File: src/rtl/rdu_pkg.sv
// ----------------------------------------------------------------------------
// rdu_pkg
// Shared types and constants of the rational delta unit.
// ----------------------------------------------------------------------------
package rdu_pkg;

  localparam logic [29:0] MAG_LIMIT = 30'd1000000000;

  typedef enum logic [1:0] {
    ST_OK     = 2'd0,
    ST_NONINV = 2'd1,
    ST_WIDTH  = 2'd2
  } status_t;

  localparam logic [1:0] MODE_ADD = 2'd0;

  localparam logic [1:0] CFG_MODE   = 2'd0;
  localparam logic [1:0] CFG_STRICT = 2'd1;

  typedef struct packed {
    logic [1:0] mode;
    logic       strict;
  } cfg_t;

  // one classified request: magnitudes plus fraction signs
  typedef struct packed {
    status_t     status;
    logic        p_neg;
    logic [29:0] p_num;
    logic [29:0] p_den;
    logic        r_neg;
    logic [29:0] r_num;
    logic [29:0] r_den;
  } item_t;

endpackage

File: src/rtl/rdu_front.sv
// ----------------------------------------------------------------------------
// rdu_front
// Classifies an incoming request: range and zero-denominator checks,
// splits each fraction into magnitudes and a sign.
// ----------------------------------------------------------------------------
module rdu_front (
  input  logic signed [30:0] projected_num,
  input  logic signed [30:0] projected_den,
  input  logic signed [30:0] reference_num,
  input  logic signed [30:0] reference_den,
  output rdu_pkg::item_t     item
);

  function automatic logic [30:0] mag31(input logic [30:0] v);
    mag31 = v[30] ? 31'(~v + 31'd1) : v;
  endfunction

  logic [30:0] pn_m, pd_m, rn_m, rd_m;
  logic        p_over, r_over;

  assign pn_m = mag31(projected_num);
  assign pd_m = mag31(projected_den);
  assign rn_m = mag31(reference_num);
  assign rd_m = mag31(reference_den);

  assign p_over = (pn_m > {1'b0, rdu_pkg::MAG_LIMIT}) || (pd_m > {1'b0, rdu_pkg::MAG_LIMIT});
  assign r_over = (rn_m > {1'b0, rdu_pkg::MAG_LIMIT}) || (rd_m > {1'b0, rdu_pkg::MAG_LIMIT});

  always_comb begin
    if (pd_m == 31'd0) begin
      item.status = rdu_pkg::ST_NONINV;
    end else if (p_over) begin
      item.status = rdu_pkg::ST_WIDTH;
    end else if (rd_m == 31'd0) begin
      item.status = rdu_pkg::ST_NONINV;
    end else if (r_over) begin
      item.status = rdu_pkg::ST_WIDTH;
    end else begin
      item.status = rdu_pkg::ST_OK;
    end
    item.p_neg = projected_num[30] ^ projected_den[30];
    item.p_num = pn_m[29:0];
    item.p_den = pd_m[29:0];
    item.r_neg = reference_num[30] ^ reference_den[30];
    item.r_num = rn_m[29:0];
    item.r_den = rd_m[29:0];
  end

endmodule

File: config.mk
export PLATFORM = sky130hd
export DESIGN_NAME = rdu_front
export DESIGN_NICKNAME = d
export VERILOG_FILES = /design/src/rtl/rdu_pkg.sv /design/src/rtl/rdu_front.sv
export SDC_FILE = /design/constraint.sdc
export NUM_CORES = 1
export LEC_CHECK = 0
export ABC_AREA = 1
export BUFFER_PORTS_ARGS = -buffer_cell sky130_fd_sc_hd__clkbuf_2
export CAP_MARGIN = 20
export CORE_MARGIN = 3
export CORE_UTILIZATION = 45
export DETAILED_ROUTE_END_ITERATION = 10
export PLACE_DENSITY = 0.81
export SLEW_MARGIN = 20
export SYNTH_ARGS = -nofsm -noshare
export SYNTH_HDL_FRONTEND = slang
export SYNTH_SLANG_ARGS = --single-unit
File: constraint.sdc
create_clock -name vclk -period 1.91
set_clock_uncertainty 0.2 [all_clocks]
set_input_delay 0 -clock vclk [all_inputs]
set_output_delay 0 -clock vclk [all_outputs]
set_load 0.05 [all_outputs]
==> results.json, run 1 <==
{
  "status": "did not finish",
  "stop_stage": "global routing (5_1_grt)",
  "error": "[ERROR GRT-0232] Routing congestion too high. Check the congestion heatmap in the GUI.",
  "synth_area_mm2": 0.005122,
  "grt_max_degree": 19,
  "std_cell_rows": 38,
  "synth.distinct_cells": 36,
  "gp_congestion": 0.9765,
  "synth_cells": 1099,
  "ys_seq_area_share_pct": 0,
  "hold_buffers": 0,
  "io_pins": 248,
  "die_h_um": 112.7,
  "synth_top_area_cell": "nand2_1",
  "io_buffer_count": 248,
  "syn_avg_cell_area_um2": 4.661,
  "yosys_warnings": 0,
  "worst-ep-kind": "output port",
  "synth_top_area_share_pct": 27.85,
  "synth_area_leaders": "nand2_1, inv_1, nand3_1",
  "initial_core_util_pct": 46.64,
  "grt_util_all_layers_pct": 87.59,
  "dp.final_hpwl_um": 19930,
  "die_w_um": 112.7,
  "post-place-ws_ns": -0.5079,
  "syn_nets": 1227,
  "crit_endpoint": "item[122]",
  "grt_remaining_overflow": 744
}
repair_timing:
item,4_1_cts
buffers inserted,16
pin swaps,27
endpoints found under the hold margin,0
setup endpoints to repair,2
resized for setup,53
metrics by stage:
step                std cells  cell area [um2]
floorplan                1099             5858
global placement         1767             9452
detailed placement       1767             9452
CTS                      1783             9791
cells by family after synthesis:
group / Yosys count / synth area share (%)
buffers and inverters: 203 / 15.46
AOI/OAI and AO/OA: 50 / 5.276
xor gates and xnor gates: 43 / 8.305
and+or+nand+nor: 799 / 69.98
adders and majority gates: 4 / 0.9771
cells in the mapped netlist, drive strengths merged (3+ instances only):
master	instances
nand2	398
nor4	10
buf	17
o21ai	37
nor2	189
and3	3
a21oi	8
inv	182
nand3b	13
or2	6
nand3	144
and2	3
nand4	20
clkbuf	4
xor2	33
nor3	13
o211ai	3
xnor2	10
ha	4
routing by layer:
layer  track usage [%]  overflow
met1             77.07         6
met2             117.8       537
met3             60.86         7
met4             107.5       194
met5             12.55         0
==> run 2, diff against run 1 <==
--- a/config.mk
+++ b/config.mk
@@ -9,9 +9,9 @@
 export BUFFER_PORTS_ARGS = -buffer_cell sky130_fd_sc_hd__clkbuf_2
 export CAP_MARGIN = 20
 export CORE_MARGIN = 3
-export CORE_UTILIZATION = 45
+export CORE_UTILIZATION = 40
 export DETAILED_ROUTE_END_ITERATION = 10
-export PLACE_DENSITY = 0.81
+export PLACE_DENSITY_LB_ADDON = 0.15
 export SLEW_MARGIN = 20
 export SYNTH_ARGS = -nofsm -noshare
 export SYNTH_HDL_FRONTEND = slang
==> constraint.sdc (replaced) <==
create_clock -name vclk -period 2.5
set_clock_uncertainty 0.2 [all_clocks]
set_input_delay 0 -clock vclk [all_inputs]
set_output_delay 0 -clock vclk [all_outputs]
set_load 0.05 [all_outputs]
==> run 2 against run 1 <==
The flow now finishes without violations. Synthesized cell count stayed put. Synthesized area stayed put.
==> results.json, run 2 <==
{
  "power_density_mw_per_mm2": 252.5,
  "grt_remaining_overflow": 0,
  "power_frac_clock_pct": 0,
  "die_h_um": 119.2,
  "antenna_found_initial": 0,
  "setup_ws_ns": 0.1907,
  "seq_area_um2": 0,
  "ys_seq_area_share_pct": 0,
  "core_mm2": 0.01226,
  "route.vias.total": 7319,
  "initial_core_util_pct": 41.78,
  "synth_area_leaders": "nand2_1, inv_1, nand3_1",
  "synth_area_mm2": 0.005122,
  "antenna-diode-count": 0,
  "dp.final_hpwl_um": 15630,
  "synth_common_cells": "nand2_1, inv_1, nor2_1",
  "p_leak_nw": 4.050,
  "status": "complete, no violations",
  "synth_cells": 1099,
  "swShare_pct": 74.74,
  "hold_buffers": 0,
  "p_switching_mw": 1.298,
  "slew-limit-headroom_pct": 72.99,
  "max_freq_mhz": 433.0,
  "grt_pass1_vias": 6358,
  "nClkBuffers": 0,
  "gp_congestion": 0.9423,
  "dpl_cell_area_mm2": 0.006739,
  "drt_drc_violations_left": 0,
  "io_buffer_count": 248,
  "worst-setup-path-type": "input pin to output port",
  "worstPathRequired_ns": 2.30,
  "viasPerCell": 4.828,
  "synth_top_area_share_pct": 27.85,
  "p_int_uw": 438.7,
  "grt_util_all_layers_pct": 22.83,
  "die_area_mm2": 0.01420,
  "io_pins": 248,
  "drt_iter0_markers": 462,
  "syn_nets": 1227,
  "startpoint_type": "input pin",
  "final.setup.tns_ns": 0,
  "yosys_warnings": 0,
  "min_path_type": "input pin to output port",
  "ant_nets": 0,
  "arrival_ns": 2.11,
  "synth_top_area_cell": "nand2_1",
  "critical_path.max_fanout": 6,
  "drive_above_1_share_pct": 28.19,
  "layout_common_cells": "nand2_1, clkbuf_2, inv_1",
  "drt_first_pass_iters": 5,
  "setup_viol": 0,
  "p_comb_share_pct": 100.0,
  "grt_max_degree": 23,
  "syn_avg_cell_area_um2": 4.661,
  "end_kind": "output port",
  "final_common_cell": "nand2_1",
  "wl_per_cell_um": 11.70,
  "nets": 1478,
  "drv_slew": 0,
  "std_cell_rows": 40,
  "die_w_um": 119.2,
  "ir_drop_mv": 0.1729,
  "nFlopsAndLatches": 0,
  "pwr-share-seq_pct": 0,
  "min_period_ns": 2.309,
  "cap_viol_max_count": 0,
  "hold_viol_final": 0,
  "post-place-ws_ns": 0.04006,
  "synth.distinct_cells": 36,
  "fin_area_mm2": 0.006878,
  "worst_pin_slew_ns": 0.4020,
  "grt_pass1_wl_um": 28310,
  "area_growth_pct": 34.27,
  "post-synth-top-count-cell": "nand2_1",
  "fin_crit_sh_pct": 92.37,
  "wirelength_um": 17740
}
-- run 2: repair_timing --
action | 4_1_cts | 5_1_grt
resized for setup | 0 | 27
setup buffers | 0 | 4
setup endpoints to repair | 0 | 2
endpoints found under the hold margin | 0 | 0
-- run 2: final timing paths --
check / startpoint / end / cells past startpoint
setup / recovery: reference_den[0] / item[122] / 17
hold / removal: projected_den[0] / item[61] / 2
-- run 2: per-layer routing --
| metal | GRT usage (%) | up-vias | share of wire [%] |
|---|---|---|---|
| met4 | 1.810 | 0 | 1.0 |
| li1 | - | 3902 | - |
| met3 | 1.662 | 14 | 6.8 |
| met1 | 31.91 | 3172 | 46 |
| met2 | 39.88 | 231 | 46 |
| met5 | 0 | - | 0 |
-- run 2: stage by stage --
stage / util (%) / std cells / power (mW) / hold slack [ns]
floorplan: - / 1099 / 1.247 / -0.03295
global placement: 54.96 / 1512 / 1.710 / 0.1145
detailed placement: 54.96 / 1512 / 1.713 / 0.1139
CTS: 54.96 / 1512 / 1.718 / 0.1143
global route: 56.09 / 1516 / 1.872 / 0.1277
finish: 56.09 / 1516 / 1.737 / 0.1124
-- run 2: worst max-delay path, stage by stage --
cell and delay [ns]:
clkbuf_2 0.11, inv_1 0.09, ha_4 0.17, nand3_4 0.10
nor2_4 0.20, nand2_1 0.11, nand2_2 0.09, nand2_1 0.06
nand2_2 0.10, inv_1 0.07, nor3_1 0.16, nand2_1 0.07
nor2_1 0.13, nand4_1 0.14, buf_4 0.18, o21ai_2 0.17
buf_12 0.16
-- run 2: kinds of logic after synthesis --
logic type,count (synthesis),synth area share [%]
compound gates,50,5.276
xor+xnor,43,8.305
fa+ha+maj,4,0.9771
buf+inv,203,15.46
simple gates,799,69.98
-- run 2: power groups by stage --
stage | clock (mW) | combinational (mW) | sequential (mW)
after floorplan | 0 | 1.25 | 0
after global placement | 0 | 1.71 | 0
after detailed placement | 0 | 1.71 | 0
after CTS | 0 | 1.72 | 0
after global routing | 0 | 1.87 | 0
final | 0 | 1.74 | 0
-- run 2: layout make-up --
cell class | instances | area [um2]
Inverter | 182 | 683.2
Multi-Input combinational cell | 896 | 4557
Tap cell | 168 | 210.2
Timing Repair Buffer | 270 | 1428
Fill cell | 1352 | 5384
No activity file was read; power rests on OpenSTA's default activity.
==> run 3, diff against run 2 <==
--- a/config.mk
+++ b/config.mk
@@ -9,8 +9,9 @@
 export BUFFER_PORTS_ARGS = -buffer_cell sky130_fd_sc_hd__clkbuf_2
 export CAP_MARGIN = 20
 export CORE_MARGIN = 3
-export CORE_UTILIZATION = 40
+export CORE_UTILIZATION = 30
 export DETAILED_ROUTE_END_ITERATION = 10
+export GPL_TIMING_DRIVEN = 0
 export PLACE_DENSITY_LB_ADDON = 0.15
 export SLEW_MARGIN = 20
 export SYNTH_ARGS = -nofsm -noshare
==> run 3 against run 2 <==
Worst hold slack improved by 0.11 ns. Fmax barely moved. Combinational power barely moved. Total power rose by 0.99%. Design area rose by 1.1%.
==> results.json, run 3 (synthesis gave the netlist of run 2 again) <==
{
  "fin_area_mm2": 0.006957,
  "drt_first_pass_iters": 5,
  "gp_congestion": 0.8828,
  "worst_pin_slew_ns": 0.5431,
  "die_w_um": 136.7,
  "min_from": "reference_den[4]",
  "p_leak_nw": 4.034,
  "route.vias.total": 7323,
  "worstHoldEndpoint": "item[4]",
  "dpl_cell_area_mm2": 0.006748,
  "die_h_um": 136.7,
  "drt_drc_violations_left": 0,
  "status": "complete, no violations",
  "wl_per_cell_um": 12.42,
  "drv_slew": 0,
  "final_common_cell": "nand2_1",
  "nFlopsAndLatches": 0,
  "ir_drop_mv": 0.1443,
  "grt_pass1_wl_um": 30370,
  "p_comb_share_pct": 100.0,
  "min_path_type": "input pin to output port",
  "critical_path.max_fanout": 6,
  "core_mm2": 0.01664,
  "swShare_pct": 74.89,
  "p_int_uw": 440.5,
  "hold_viol_final": 0,
  "cap_viol_max_count": 0,
  "nets": 1480,
  "max_freq_mhz": 433.4,
  "end_kind": "output port",
  "min_period_ns": 2.307,
  "power_density_mw_per_mm2": 252.1,
  "grt_remaining_overflow": 0,
  "antenna_found_initial": 0,
  "arrival_ns": 2.11,
  "seq_area_um2": 0,
  "area_growth_pct": 35.81,
  "ant_nets": 0,
  "post-place-ws_ns": -0.1326,
  "grt_max_degree": 11,
  "power_frac_clock_pct": 0,
  "dp.final_hpwl_um": 17160,
  "grt_pass1_vias": 6344,
  "io_pins": 248,
  "initial_core_util_pct": 30.78,
  "drt_iter0_markers": 357,
  "antenna-diode-count": 0,
  "final.setup.tns_ns": 0,
  "io_buffer_count": 245,
  "p_switching_mw": 1.314,
  "std_cell_rows": 47,
  "drive_above_1_share_pct": 28.81,
  "die_area_mm2": 0.01868,
  "worstPathRequired_ns": 2.30,
  "setup_ws_ns": 0.1928,
  "viasPerCell": 4.664,
  "fin_crit_sh_pct": 92.29,
  "setup_viol": 0,
  "worst-setup-path-type": "input pin to output port",
  "nClkBuffers": 0,
  "layout_common_cells": "nand2_1, clkbuf_2, inv_1",
  "whs_path_depth": 3,
  "grt_util_all_layers_pct": 19.18,
  "slew-limit-headroom_pct": 63.79,
  "startpoint_type": "input pin",
  "pwr-share-seq_pct": 0,
  "wirelength_um": 19490
}
run 3: cell types whose count changed in the layout (fill, tap and decap cells not counted), sizes merged:
cell and delta:
buf +1, clkbuf +1
run 3: how the worst max path moves through the flow:
stage | from | to | slack [ns]
floorplan | projected_den[0] | item[122] | 0.05
global placement | projected_den[0] | item[123] | -0.15
detailed placement | projected_den[0] | item[123] | -0.13
CTS | reference_den[1] | item[122] | 0.02
global route | reference_num[0] | item[123] | -0.007
finish | reference_den[0] | item[122] | 0.19
run 3: what timing repair did:
action                                  4_1_cts  5_1_grt
gates cloned                                  0        0
hold endpoints to repair                      0        0
endpoints found under the setup margin        2        2
hold buffers                                  0        0
pin swaps                                     0       12
buffers inserted                              0        6
gates resized for setup                       4       43
run 3: area by class of cell:
cell class / count / area, um2
inverters: 182 / 683.2
repair buffers: 251 / 1287
multi-input cells: 896 / 4601
fillers: 1973 / 9686
plain buffers: 21 / 110.1
well taps: 220 / 275.3
run 3: layer usage:
| layer | GRT usage (%) | vias up | share of wire, % |
|---|---|---|---|
| li1 | - | 3899 | - |
| met2 | 33.11 | 214 | 46 |
| met3 | 1.471 | 4 | 6.6 |
| met1 | 27.44 | 3206 | 47 |
| met4 | 0.7279 | 0 | 0.28 |
| met5 | 0 | - | 0 |
run 3: through the flow:
step | hold slack [ns] | std cells | utilization [%] | total power [mW]
floorplan | -0.03295 | 1099 | - | 1.247
global placement | 0.2243 | 1564 | 40.55 | 1.722
detailed placement | 0.2239 | 1564 | 40.55 | 1.723
CTS | 0.2236 | 1564 | 40.64 | 1.732
global route | 0.2485 | 1570 | 41.80 | 1.898
finish | 0.2254 | 1570 | 41.80 | 1.754
run 3: power groups by stage:
stage | registers (mW) | logic [mW] | clock network, mW
after global routing | 0 | 1.90 | 0
final | 0 | 1.75 | 0
after global placement | 0 | 1.72 | 0
after detailed placement | 0 | 1.72 | 0
after CTS | 0 | 1.73 | 0
after floorplan | 0 | 1.25 | 0
run 3: critical path: stages:
cell      delay (ns)
clkbuf_2        0.11
inv_1           0.10
ha_4            0.16
nand3_2         0.13
nor2_4          0.22
nand2_1         0.11
nand2_2         0.09
nand2_1         0.05
nand2_1         0.07
nand2_2         0.07
nor4_1          0.37
nand4_1         0.14
buf_4           0.18
o21ai_2         0.14
buf_6           0.17
