--- config.mk ---
export PLATFORM = sky130hd
export DESIGN_NAME = rdu_fifo
export DESIGN_NICKNAME = d
export VERILOG_FILES = /design/src/rtl/rdu_pkg.sv /design/src/rtl/rdu_fifo.sv
export SDC_FILE = /design/constraint.sdc
export NUM_CORES = 1
export LEC_CHECK = 0
export ABC_AREA = 1
export ABC_CLOCK_PERIOD_IN_PS = 9500
export BUFFER_PORTS_ARGS = -buffer_cell sky130_fd_sc_hd__buf_2
export CAP_MARGIN = 20
export CORE_MARGIN = 3
export CORE_UTILIZATION = 25
export DETAILED_ROUTE_END_ITERATION = 12
export PLACE_DENSITY_LB_ADDON = 0.1
export SETUP_SLACK_MARGIN = 0.15
export SLEW_MARGIN = 20
export SYNTH_ARGS = -nofsm -noshare
export SYNTH_HDL_FRONTEND = slang
export SYNTH_SLANG_ARGS = --single-unit
--- constraint.sdc ---
create_clock -name clk -period 9.5 [get_ports clk]
set_clock_uncertainty 0.2 [all_clocks]
set_input_delay 0.95 -clock clk [delete_from_list [all_inputs] [get_ports clk]]
set_output_delay 0.95 -clock clk [all_outputs]
set_load 0.01 [all_outputs]
--- src/rtl/rdu_pkg.sv ---
// ----------------------------------------------------------------------------
// rdu_pkg
// Shared types and constants of the rational delta unit.
// ----------------------------------------------------------------------------
package rdu_pkg;

  localparam logic [29:0] MAG_LIMIT = 30'd1000000000;

  typedef enum logic [1:0] {
    ST_OK     = 2'd0,
    ST_NONINV = 2'd1,
    ST_WIDTH  = 2'd2
  } status_t;

  localparam logic [1:0] MODE_ADD = 2'd0;

  localparam logic [1:0] CFG_MODE   = 2'd0;
  localparam logic [1:0] CFG_STRICT = 2'd1;

  typedef struct packed {
    logic [1:0] mode;
    logic       strict;
  } cfg_t;

  // one classified request: magnitudes plus fraction signs
  typedef struct packed {
    status_t     status;
    logic        p_neg;
    logic [29:0] p_num;
    logic [29:0] p_den;
    logic        r_neg;
    logic [29:0] r_num;
    logic [29:0] r_den;
  } item_t;

endpackage

--- src/rtl/rdu_fifo.sv ---
// ----------------------------------------------------------------------------
// rdu_fifo
// Short request queue between the front and the back.
// ----------------------------------------------------------------------------
module rdu_fifo #(
  parameter int DEPTH = 2
) (
  input  logic           clk,
  input  logic           rst_n,
  input  logic           push,
  input  rdu_pkg::item_t din,
  output logic           full,
  input  logic           pop,
  output rdu_pkg::item_t dout,
  output logic           empty
);

  localparam int AW = (DEPTH > 1) ? $clog2(DEPTH) : 1;
  localparam int CW = $clog2(DEPTH + 1);

  rdu_pkg::item_t mem_r [DEPTH];
  logic [AW-1:0]  wptr_r, rptr_r;
  logic [CW-1:0]  cnt_r;
  logic           do_push, do_pop;

  assign full    = (cnt_r == CW'(DEPTH));
  assign empty   = (cnt_r == '0);
  assign do_push = push && !full;
  assign do_pop  = pop && !empty;
  assign dout    = mem_r[rptr_r];

  always_ff @(posedge clk) begin
    if (do_push) begin
      mem_r[wptr_r] <= din;
    end
  end

  always_ff @(posedge clk) begin
    if (!rst_n) begin
      wptr_r <= '0;
      rptr_r <= '0;
      cnt_r  <= '0;
    end else begin
      if (do_push) begin
        wptr_r <= (wptr_r == AW'(DEPTH - 1)) ? '0 : AW'(wptr_r + 1'b1);
      end
      if (do_pop) begin
        rptr_r <= (rptr_r == AW'(DEPTH - 1)) ? '0 : AW'(rptr_r + 1'b1);
      end
      if (do_push && !do_pop) begin
        cnt_r <= CW'(cnt_r + 1'b1);
      end else if (do_pop && !do_push) begin
        cnt_r <= CW'(cnt_r - 1'b1);
      end
    end
  end

endmodule

==> impl_metrics.csv, run 1 <==
group,metric,value,unit
global_routing,grt_pass1_vias,5275,
die,die_area,40100,um2
power,ir_drop,0.132,mV
detailed_routing,firstDrtPassIters,4,
detailed_routing,ant_nets,0,
timing,period_needed,3860,ps
yosys,yosysMostFrequentCell,"edfxtp_1",
worst_setup_path,crit_path_cell_trace,"buf_4 > mux2_2 > buf_2",
yosys,synth_warnings,0,
cells_and_area,drive_above_1_share,0.594,
yosys,syn_avg_cell_area,22.2,um2
die,ios,254,
worst_setup_path,crit_slowest_cell,"dfxtp_4",
timing,rsz0062_at_grt,"false",
yosys,synth_edf_count,248,
worst_setup_path,ff2ff_path_depth,4,
cts,post_cts_buffers,0,
power,power_density,266,nW/um2
timing,fmax,259,MHz
global_routing,grt_pass1_wl,32.0,mm
worst_setup_path,path_class,"reg2out",
place,dpl.hpwl,14.3,mm
cells_and_area,nFillCells,3599,
timing,setup_tns,0,ps
worst_setup_path,path_delay_family,"buffers and inverters",
detailed_routing,wl_per_cell,17.2,um
timing,setup_viol,0,
yosys,ys_seq_area_frac,0.800,
yosys,netlist_top_cells_count,"edfxtp_1 (248), mux2_2 (64), mux2_4 (60), nor2_1 (11), inv_1 (9)",
worst_setup_path,crit_fanout,50,
global_routing,gr-usage-all-layers,0.101,
worst_setup_path,required,8350,ps
detailed_routing,drt_iter0_markers,181,
cts,clock_latency,550,ps
timing,slew_violations,0,
yosys,synthTopCellsByArea,"edfxtp_1 (79%), mux2_4 (9.6%), mux2_2 (7.6%)",
detailed_routing,wirelength,21.1,mm
worst_setup_path,worst-r2r-setup-slack,6700,ps
timing,slew_headroom,0.464,
worst_setup_path,cp.buffers_inverters,2,
die,start_util,0.256,
cells_and_area,syn2layout_area_growth,29.7,%
timing,tightest_slew,795,ps
yosys,yosysTopAreaCellShare,0.790,
place,post-place-cells,1175,
yosys,syn_area,9430,um2
yosys,ys_types,14,
cts,cts.root.buffer_cell,"clkbuf_16",
die,die_h,200,um
die,core-area,36900,um2
cts,cts_resized,0,
power,leakage,4.61,nW
cts,numCtsBuffers,29,
cts,cts_tree,"yes",
cts,clockBufferDepth,3,
outcome,status,"finished, final reports clean",
worst_setup_path,cp-start-kind,"flip-flop",
hold_path,holdPathStages,2,
cts,h-tree-depth,1,
timing,hold_viol_final,0,
timing,fin_crit_sh,0.407,
job,drv_cap,0,
place,io_buffers,253,
die,fp-row-count,70,
cts,hold_buffers,0,
worst_setup_path,cp_data_arrival_time,2710,ps
hold_path,hp-class,"reg2reg",
global_routing,gr-total-overflow,0,
detailed_routing,drc,0,
place,gp_congestion,0.694,
worst_setup_path,worst_r2r_startpoint,"cnt_r[0]$_SDFFE_PN0P_",
cells_and_area,final_cells,1230,
cts,clock_sinks,253,
worst_setup_path,worstSetupEndpointType,"primary output",
yosys,async_flop_share,0,
cts,path_clk_slew,60,ps
detailed_routing,vias_per_cell,3.92,
hold_path,holdPathEnd,"rptr_r$_SDFFE_PN0P_",
hold_path,worstHoldStart,"rptr_r$_SDFFE_PN0P_",
yosys,syn_inst,424,
yosys,syn_nets,553,
cells_and_area,layout.nets,831,
global_routing,grt_max_degree,52,
global_routing,antenna_found_initial,6,
worst_setup_path,max_stage_delay,790,ps
yosys,synth_top_area_cell,"edfxtp_1",
die,die_w,200,um
yosys,synthFlopType,"edfxtp_1",
detailed_routing,vias,4822,
yosys,ys_ff_latch,253,
worst_setup_path,reg2reg_to,"mem_r[0][68]$_DFFE_PP_",
[logic make-up (layout without fill, tap and decap cells)]
family | Yosys count | count (layout) | share of synthesized area
AND/OR/NAND/NOR | 19 | 19 | 0.00796
AO/OA/AOI/OAI | 4 | 4 | 0.00212
flip-flops | 253 | 253 | 0.800
buffers and inverters | 23 | 323 | 0.0163
adder cells (fa/ha/maj) | 1 | 1 | 0.00133
other | 0 | 2 | 0
multiplexers | 124 | 124 | 0.172
[metal layers]
metal | share of wire | vias to the layer above | global-route usage
met2 | 0.46 | 178 | 0.165
met4 | 0.020 | 12 | 0.0215
met3 | 0.082 | 44 | 0.0450
met1 | 0.43 | 2366 | 0.125
li1 | - | 2222 | -
met5 | 0.0039 | - | 0
[cell type report]
class / instances / area (um2) / share of cell area
sequential: 253 / 7550 / 0.617
multi-input combinational: 148 / 1740 / 0.143
timing repair buffer: 261 / 1350 / 0.110
clock buffer: 33 / 741 / 0.0606
tap: 504 / 631 / 0.0516
clock inverter: 20 / 173 / 0.0141
inverter: 9 / 33.8 / 0.00276
antenna: 2 / 5.00 / 0.000409
[sequential cells by signal (all words and copies together) (netlist names), named ones only]
signal / flops
rptr_r: 1
cnt_r: 2
wptr_r: 1
mem_r: 248
[worst max-delay path by stage]
stage | slack [ps] | cells past startpoint | startpoint | to
6_report | 5640 | 3 | flip-flop | dout[23]
5_1_grt | 5430 | 3 | flip-flop | dout[23]
4_1_cts | 5500 | 3 | flip-flop | dout[3]
3_5_place_dp | 6050 | 5 | push | mem_r[1][2]$_DFFE_PP_
3_3_place_gp | 5770 | 4 | push | mem_r[0][118]$_DFFE_PP_
2_1_floorplan | 2430 | 2 | push | mem_r[0][0]$_DFFE_PP_
[cells in the final DEF, fill, tap and decap left out, drive strengths merged]
cell type,count
clkinv,15
a21oi,1
bufinv,3
nand4,1
clkbuf,33
nand3,1
diode,2
ha,1
nand2,6
o21ai,3
dfxtp,5
inv,10
mux2,124
buf,261
nor2,11
edfxtp,248
clkinvlp,1
[stage by stage]
step | power [mW] | hold slack [ps] | instance area (um2) | util | worst slack, ps
2_1_floorplan | 1.97 | 267 | 9430 | - | 2430
3_3_place_gp | 2.22 | 286 | 11300 | 0.306 | 5770
3_5_place_dp | 2.24 | 293 | 11300 | 0.307 | 6050
4_1_cts | 3.32 | 309 | 12200 | 0.332 | 5500
5_1_grt | 3.42 | 347 | 12200 | 0.332 | 5430
6_report | 3.25 | 306 | 12200 | 0.332 | 5640
[power breakdown]
group / switching (mW) / internal, mW / leakage (nW)
combinational: 0.379 / 0.339 / 1.80
sequential: 0.0579 / 1.41 / 2.35
clock: 0.428 / 0.637 / 0.451
[worst register-to-register path, cell delays in order (launching register included)]
cell and delay, ps:
dfxtp_1 410, o21ai_0 320, nor2_4 550, buf_12 260, buf_4 600
No activity file was read; power rests on OpenSTA's default activity.
==> run 2: changes to the inputs <==
--- a/config.mk
+++ b/config.mk
@@ -5,8 +5,8 @@
 export SDC_FILE = /design/constraint.sdc
 export NUM_CORES = 1
 export LEC_CHECK = 0
-export ABC_AREA = 1
-export ABC_CLOCK_PERIOD_IN_PS = 9500
+export ABC_AREA = 0
+export ABC_CLOCK_PERIOD_IN_PS = 3800
 export BUFFER_PORTS_ARGS = -buffer_cell sky130_fd_sc_hd__buf_2
 export CAP_MARGIN = 20
 export CORE_MARGIN = 3
==> constraint.sdc (replaced) <==
create_clock -name clk -period 3.8 [get_ports clk]
set_clock_uncertainty 0.2 [all_clocks]
set_input_delay 0.38 -clock clk [delete_from_list [all_inputs] [get_ports clk]]
set_output_delay 0.38 -clock clk [all_outputs]
set_load 0.01 [all_outputs]
==> run 2 against run 1 <==
Combinational power increased to 2.9 times the previous value. Power increased to 2.6 times the previous value. Synthesized cell count decreased by 3.1%. Global-route usage increased by 0.12 points. Critical path type unchanged. Critical endpoint is now dout[106]. Largest cell class unchanged.
==> impl_metrics.csv, run 2 <==
group,metric,value,unit
global_routing,grt_max_degree,126,
cells_and_area,reg.largest.list,"mem_r (248), cnt_r (2)",
cells_and_area,nFillCells,3551,
yosys,synth_top_area_cell,"edfxtp_1",
die,fp-row-count,70,
worst_setup_path,cp.buffers_inverters,2,
global_routing,grt_pass1_wl,33.0,mm
detailed_routing,drt_iter0_markers,190,
die,die_h,200,um
place,gp_congestion,0.700,
cells_and_area,syn2layout_area_growth,43.9,%
cts,clock_sinks,253,
yosys,ys_types,21,
timing,slew_violations,0,
power,power_density,633,nW/um2
place,io_buffers,253,
yosys,syn_inst,411,
cells_and_area,drive_above_1_share,0.517,
timing,setup_tns,0,ps
cts,clockBufferDepth,3,
cts,post_cts_buffers,0,
cells_and_area,largest_register_ffs,248,
yosys,synthFlopType,"edfxtp_1",
cts,clock_latency,540,ps
worst_setup_path,cp_data_arrival_time,2380,ps
worst_setup_path,reg2reg_to,"wptr_r$_SDFFE_PN0P_",
worst_setup_path,required,3220,ps
power,ir_drop,0.420,mV
timing,slew_headroom,0.467,
detailed_routing,ant_nets,0,
yosys,syn_area,9420,um2
worst_setup_path,max_stage_delay,860,ps
die,ios,254,
cells_and_area,final_common_cell,"buf_2",
worst_setup_path,crit_path_cell_trace,"buf_12 > mux2_2 > buf_2",
die,start_util,0.256,
job,drv_cap,0,
worst_setup_path,crit_slowest_cell,"dfxtp_4",
cts,h-tree-depth,1,
detailed_routing,wirelength,21.1,mm
yosys,yosysMostFrequentCell,"edfxtp_1",
worst_setup_path,ff2ff_path_depth,6,
worst_setup_path,worst_r2r_startpoint,"cnt_r[0]$_SDFFE_PN0P_",
worst_setup_path,path_delay_family,"flip-flops",
timing,setup_viol,0,
global_routing,gr-total-overflow,0,
yosys,async_flop_share,0,
worst_setup_path,crit_fanout,49,
worst_setup_path,setup.worst_path.end,"dout[106]",
worst_setup_path,worst-r2r-setup-slack,1430,ps
yosys,synthTopCellsByArea,"edfxtp_1 (79%), mux2_4 (9.6%), mux2_2 (7.6%)",
yosys,syn_avg_cell_area,22.9,um2
global_routing,grt_pass1_vias,5816,
global_routing,antenna_found_initial,0,
worst_setup_path,crit_cells,3,
worst_setup_path,worstSetupEndpointType,"primary output",
detailed_routing,vias,5222,
power,leakage,5.12,nW
worst_setup_path,cp-start-kind,"flip-flop",
die,die_area,40100,um2
timing,hold_viol_final,0,
die,die_w,200,um
cells_and_area,layout.nets,944,
cts,numCtsBuffers,30,
cts,cts.root.buffer_cell,"clkbuf_16",
cells_and_area,largest-register,"mem_r",
timing,period_needed,2960,ps
detailed_routing,firstDrtPassIters,4,
detailed_routing,drc,0,
detailed_routing,wl_per_cell,15.8,um
outcome,status,"finished, final reports clean",
cts,cts_resized,0,
timing,fmax,338,MHz
yosys,syn_nets,540,
cells_and_area,layout_common_cells,"buf_2 (253), edfxtp_1 (248), dlygate4sd3_1 (126)",
timing,rsz0062_at_grt,"false",
yosys,yosysTopAreaCellShare,0.790,
yosys,ys_ff_latch,253,
yosys,synth_edf_count,248,
yosys,synth_warnings,0,
timing,worst_slack,842,ps
hold_path,hp-class,"in2reg",
yosys,ys_seq_area_frac,0.801,
place,dp_slack,1350,ps
place,dpl.hpwl,13.6,mm
detailed_routing,vias_per_cell,3.89,
yosys,netlist_top_cells_count,"edfxtp_1 (248), mux2_2 (64), mux2_4 (60), buf_6 (8), buf_2 (6)",
cts,path_clk_slew,60,ps
timing,tightest_slew,800,ps
timing,fin_crit_sh,0.778,
worst_setup_path,path_class,"reg2out",
die,core-area,36900,um2
global_routing,gr-usage-all-layers,0.103,
cts,cts_tree,"yes",
cts,hold_buffers,126,
run 2: changes by cell type after synthesis, sizes merged, moves of 2 or more:
cell,before,now
a21boi,0,2
nand2,6,0
inv,9,2
xnor2,0,2
and2,0,3
nor2,11,2
run 2: worst min-delay path, cell delays in order:
cell and delay, ps:
buf_2 80, o21ai_1 90, xnor2_1 160, and2_1 120
run 2: where the power goes:
group / internal (mW) / switching, mW
combinational: 1.08 / 1.03
sequential: 3.51 / 0.173
clock: 1.72 / 1.06
run 2: logic make-up (layout without fill, tap and decap cells):
family,count (synthesis),in the layout,synth area share
AOI/OAI and AO/OA,5,5,0.00345
other,0,1,0
muxes,124,124,0.172
DFF,253,253,0.801
buffers and inverters,16,442,0.0135
adders and majority gates,1,1,0.00133
and+or+nand+nor,9,9,0.00584
xor gates and xnor gates,3,3,0.00279
run 2: worst min-delay path by stage:
stage	startpoint	end	depth (start not counted)
floorplan	din[0]	mem_r[0][0]$_DFFE_PP_	0
global placement	cnt_r[1]$_SDFFE_PN0P_	cnt_r[1]$_SDFFE_PN0P_	2
detailed placement	cnt_r[1]$_SDFFE_PN0P_	cnt_r[1]$_SDFFE_PN0P_	2
CTS	pop	rptr_r$_SDFFE_PN0P_	4
global route	push	mem_r[1][111]$_DFFE_PP_	2
finish	pop	rptr_r$_SDFFE_PN0P_	4
run 2: area by class of cell:
| cell class | instances | area (um2) | share of cell area |
|---|---|---|---|
| inverters | 2 | 10.0 | 0.000738 |
| clock buffers | 41 | 833 | 0.0615 |
| repair buffers | 386 | 2620 | 0.193 |
| diodes | 1 | 2.50 | 0.000185 |
| well taps | 504 | 631 | 0.0465 |
| clock inverters | 13 | 144 | 0.0106 |
| flip-flops and latches | 253 | 7550 | 0.557 |
| multi-input cells | 142 | 1770 | 0.130 |
run 2: metal layers:
metal | global-route usage | wire length, um | part of all wire
met5 | 0 | 0 | 0
met4 | 0.0268 | 489 | 0.023
met3 | 0.0359 | 1550 | 0.073
met2 | 0.165 | 9750 | 0.46
met1 | 0.133 | 9350 | 0.44
run 2: stage by stage:
step	hold slack, ps	total power [mW]	cells	cell area (um2)	util
floorplan	279	5.04	411	9440	-
global placement	338	5.78	1161	11300	0.307
detailed placement	352	5.81	1161	11300	0.307
CTS	74.7	8.79	1341	13600	0.368
global route	131	9.04	1341	13600	0.368
finish	115	8.58	1342	13600	0.368
